**src/efa_pkg.sv**
```systemverilog
// Shared constants, codes and types of the event flag allocator.
package efa_pkg;

	localparam int ID_COUNT   = 128;
	localparam int IDX_W      = $clog2(ID_COUNT);
	localparam int FREE_W     = $clog2(ID_COUNT + 1);
	localparam int ID_W       = 7;
	localparam int STATUS_W   = 8;
	localparam int POS_W      = 8;
	localparam int CODE_W     = 3;
	localparam int MODE_W     = 3;

	localparam logic [MODE_W-1:0] MODE_ALLOC   = 3'd0;
	localparam logic [MODE_W-1:0] MODE_RELEASE = 3'd1;
	localparam logic [MODE_W-1:0] MODE_SET     = 3'd2;
	localparam logic [MODE_W-1:0] MODE_GET     = 3'd3;
	localparam logic [MODE_W-1:0] MODE_WAIT    = 3'd4;

	localparam logic [CODE_W-1:0] RES_OK           = 3'd0;
	localparam logic [CODE_W-1:0] RES_FULL         = 3'd1;
	localparam logic [CODE_W-1:0] RES_COLLISION    = 3'd2;
	localparam logic [CODE_W-1:0] RES_INVALID      = 3'd3;
	localparam logic [CODE_W-1:0] RES_WAIT_DONE    = 3'd4;
	localparam logic [CODE_W-1:0] RES_WAIT_PENDING = 3'd5;

	localparam logic signed [STATUS_W-1:0] STATUS_COMPLETE = 8'sd1;
	localparam logic [POS_W-1:0]           POS_MAX         = '1;

	typedef logic [ID_COUNT-1:0] map_t;

	typedef struct packed {
		logic                      found;
		logic [IDX_W-1:0]          index;
	} ffz_result_t;

endpackage

```
**src/efa_ffz.sv**
```systemverilog
// Find-first-zero priority encoder over the in-use bitmap.
module efa_ffz
	import efa_pkg::*;
(
	input  map_t        map,
	output ffz_result_t res
);

	always_comb begin
		res.found = 1'b0;
		res.index = '0;
		for (int i = ID_COUNT - 1; i >= 0; i--) begin
			if (!map[i]) begin
				res.found = 1'b1;
				res.index = IDX_W'(i);
			end
		end
	end

endmodule

```
**config.mk**
```make
export PLATFORM = sky130hd
export DESIGN_NAME = efa_ffz
export DESIGN_NICKNAME = d
export VERILOG_FILES = /design/src/efa_pkg.sv /design/src/efa_ffz.sv
export SDC_FILE = /design/constraint.sdc
export NUM_CORES = 1
export LEC_CHECK = 0
export CAP_MARGIN = 20
export CORE_UTILIZATION = 40
export DETAILED_ROUTE_END_ITERATION = 16
export DONT_BUFFER_PORTS = 1
export MAX_ROUTING_LAYER = met4
export SLEW_MARGIN = 0
export SYNTH_ARGS = -nofsm -noshare
export SYNTH_HDL_FRONTEND = slang
export SYNTH_SLANG_ARGS = --single-unit
```
**constraint.sdc**
```tcl
create_clock -name vclk -period 1.9
set_input_delay 0.095 -clock vclk [all_inputs]
set_output_delay 0.095 -clock vclk [all_outputs]
set_load 0.01 [all_outputs]
```
Word-level counts from Yosys, hierarchy flattened --
Cells that the tools add are included.
Word-level totals: bits of input ports 128, bits in registers 0, word-level logic and storage cells 128, output and inout port bits 8
Operators by class: mux-type cells 128
Operator list (number):
- 8-bit 2-to-1 mux | 128

Depth between registers and ports, before layout --
depth in word-level cells 128, gate-level depth with buffers 6, depth with buffers taken out 6

Least setup slack after synthesis --
OpenSTA, ideal clock, no wires.
kind input port to output port, start input map[103], end output res[4] (netlist bit), stages 6, setup slack 0.269 ns, arrival 1.536 ns, buffers on the path 0, cell sequence nand4_2 or3_4 o31ai_1 a21oi_1 or4_1 a21oi_1
RTL lines:
- start: declaration | line efa_ffz.sv:5 | input map_t map,
- end: declaration | line efa_ffz.sv:6 | output ffz_result_t res

==> reports/metrics.cfg <==
[sta]
tightest_slew_ns = 0.5019
slew_viol_final = 0
clock.fmax_mhz = 561.1
hold_violations = 0
period_minus_slack_ns = 1.782
slew_headroom = 0.6568
min_period_over_period = 0.9379
tns_ns = 0
rsz0062_at_grt = no
setup_violations = 0
hold-worst-slack_ns = 0.3852

[synth]
syn_area_per_cell_um2 = 5.708
ys_warn_count = 0
ys_top_cells_by_area = nand4_1 18%, nand2_1 9.3%, o21ai_0 6.8%
ys_seq_area_frac = 0
synth_top_area_frac = 0.1771
syn_inst = 297
synth_top_cell_by_area = nand4_1
synth_cell_type_count = 44
ys_top_cells_by_count = 48 x nand4_1, 42 x nand2_1, 23 x o21ai_0
synth_nets = 425
yosysMostFrequentCell = nand4_1
syn_area_um2 = 1695

[floorplan]
die_y_um = 67.11
dieArea_um2 = 4503
ios = 136
die_x_um = 67.11
core_um2 = 4029
num_rows = 23
start_util = 0.4208

[critical_path]
slowest_delay_ns = 0.41
path_cells = nand4_2 -> or3_4 -> o31ai_1 -> a21oi_1 -> or4_1 -> a21oi_1 -> buf_4
worstPathMaxFanout = 4
crit_slowest_cell = or3_4
crit_type = input pin to output port
critPathRequiredTime_ns = 1.80
crit_top_cell = a21oi_1
worstSetupEndpointType = output port
cp-start-kind = input pin
worstPathArrival_ns = 1.69

[grt]
grt_pass1_vias = 2071
antenna_found_initial = 0
grt_usage = 0.2333
grt_overflow = 0
grt_pass1_wl_um = 8114
grt_max_degree = 7

[route]
wl_per_cell_um = 16.32
antenna_left = 0
vias = 2341
drt_first_pass_iters = 4
drc = 0
wirelength_um = 5680
routed_via_density = 6.727
drt_first_iter_violations = 137

[clock_tree]
cts-resized-gates = 0
cts_setup_buffers = 0
postCtsHoldBufs = 0

[outcome]
outcome = finished clean

[finish]
drive_gt1_frac = 0.02685
flops_and_latches = 0
area_delta_synth_final_pct = 4.133
clock_buffers = 0
n_antenna_cell = 0
nets = 428
register_area_um2 = 0
fill_cells = 470

[power_and_ir_drop]
ir_worst_vdd_mv = 0.04159
p_per_area_nw_per_um2 = 81.59
leakage_uw = 0.0005019

[flow_run]
drv_cap = 0

[place]
place_congestion = 0.8754
portBuffers = 0
dp.final_hpwl_um = 5147

[worst_hold_path]
min_path_type = input pin to output port

[cell type report]
type                            instances  area, um^2  share of cell area
Inverter                               22       82.58             0.04678
Multi-Input combinational cell        275        1613              0.9135
Tap cell                               50       62.56             0.03544
Timing Repair Buffer                    1       7.507            0.004252
[power by group]
part	total (uW)	switching [uW]	internal, uW	leakage, uW
registers	0	0	0	0
logic	144	76.1	68.0	0.000502
clock network	0	0	0	0
total	144	76.1	68.0	0.000502
[layer usage]
layer / up-vias / share of wire / global-route usage
li1: 1196 / - / -
met1: 1033 / 0.45 / 0.3100
met2: 106 / 0.45 / 0.3900
met3: 6 / 0.089 / 0.02568
met4: 0 / 0.0070 / 0.01862
met5: - / 0 / -
[through the flow]
step                setup slack (ns)  total power (uW)  utilization  instance area (um^2)  instances
floorplan                     0.2686             118.4            -                  1695        297
global placement              0.1590             142.6       0.4382                  1765        348
detailed placement            0.1119             143.8       0.4382                  1765        348
CTS                          0.09502             144.4       0.4382                  1765        348
global route                0.001738             164.6       0.4382                  1765        348
finish                        0.1179             144.0       0.4382                  1765        348
[worst max-delay path, delay by kind of cell]
| kind | cells | cell delay [ns] |
|---|---|---|
| AO/OA/AOI/OAI | 3 | 0.52 |
| buffers and inverters | 1 | 0.14 |
| AND/OR/NAND/NOR | 3 | 0.92 |
[kinds of logic after synthesis]
family                 Yosys count  share of synthesized area
buffers and inverters           22                    0.04871
AO/OA/AOI/OAI                   96                     0.3683
AND/OR/NAND/NOR                179                     0.5830
[cell usage in the layout (no fill, tap or decap), types with 2 or more instances in the layout]
master	instances
nand4_1	48
nand2_1	42
o21ai_0	23
nand3_1	22
inv_1	22
a21oi_1	18
nor2_1	17
a31oi_1	14
nor2b_1	11
nor3_1	7
o211ai_1	7
nand2b_1	7
a211oi_1	5
or2_1	4
nor4_1	4
and4_1	4
or4_1	3
a31o_2	3
a311oi_1	3
o2111ai_1	3
nor4bb_1	2
o31ai_1	2
o21bai_1	2
a2111oi_0	2
o21ai_1	2
a211o_1	2
[worst paths after layout]
check	start	endpoint	slack [ns]	cells after the start
worst max-delay path	map[103]	res[4]	0.12	7
worst min-delay path	map[1]	res[2]	0.39	2
No activity file was read; power rests on OpenSTA's default activity.
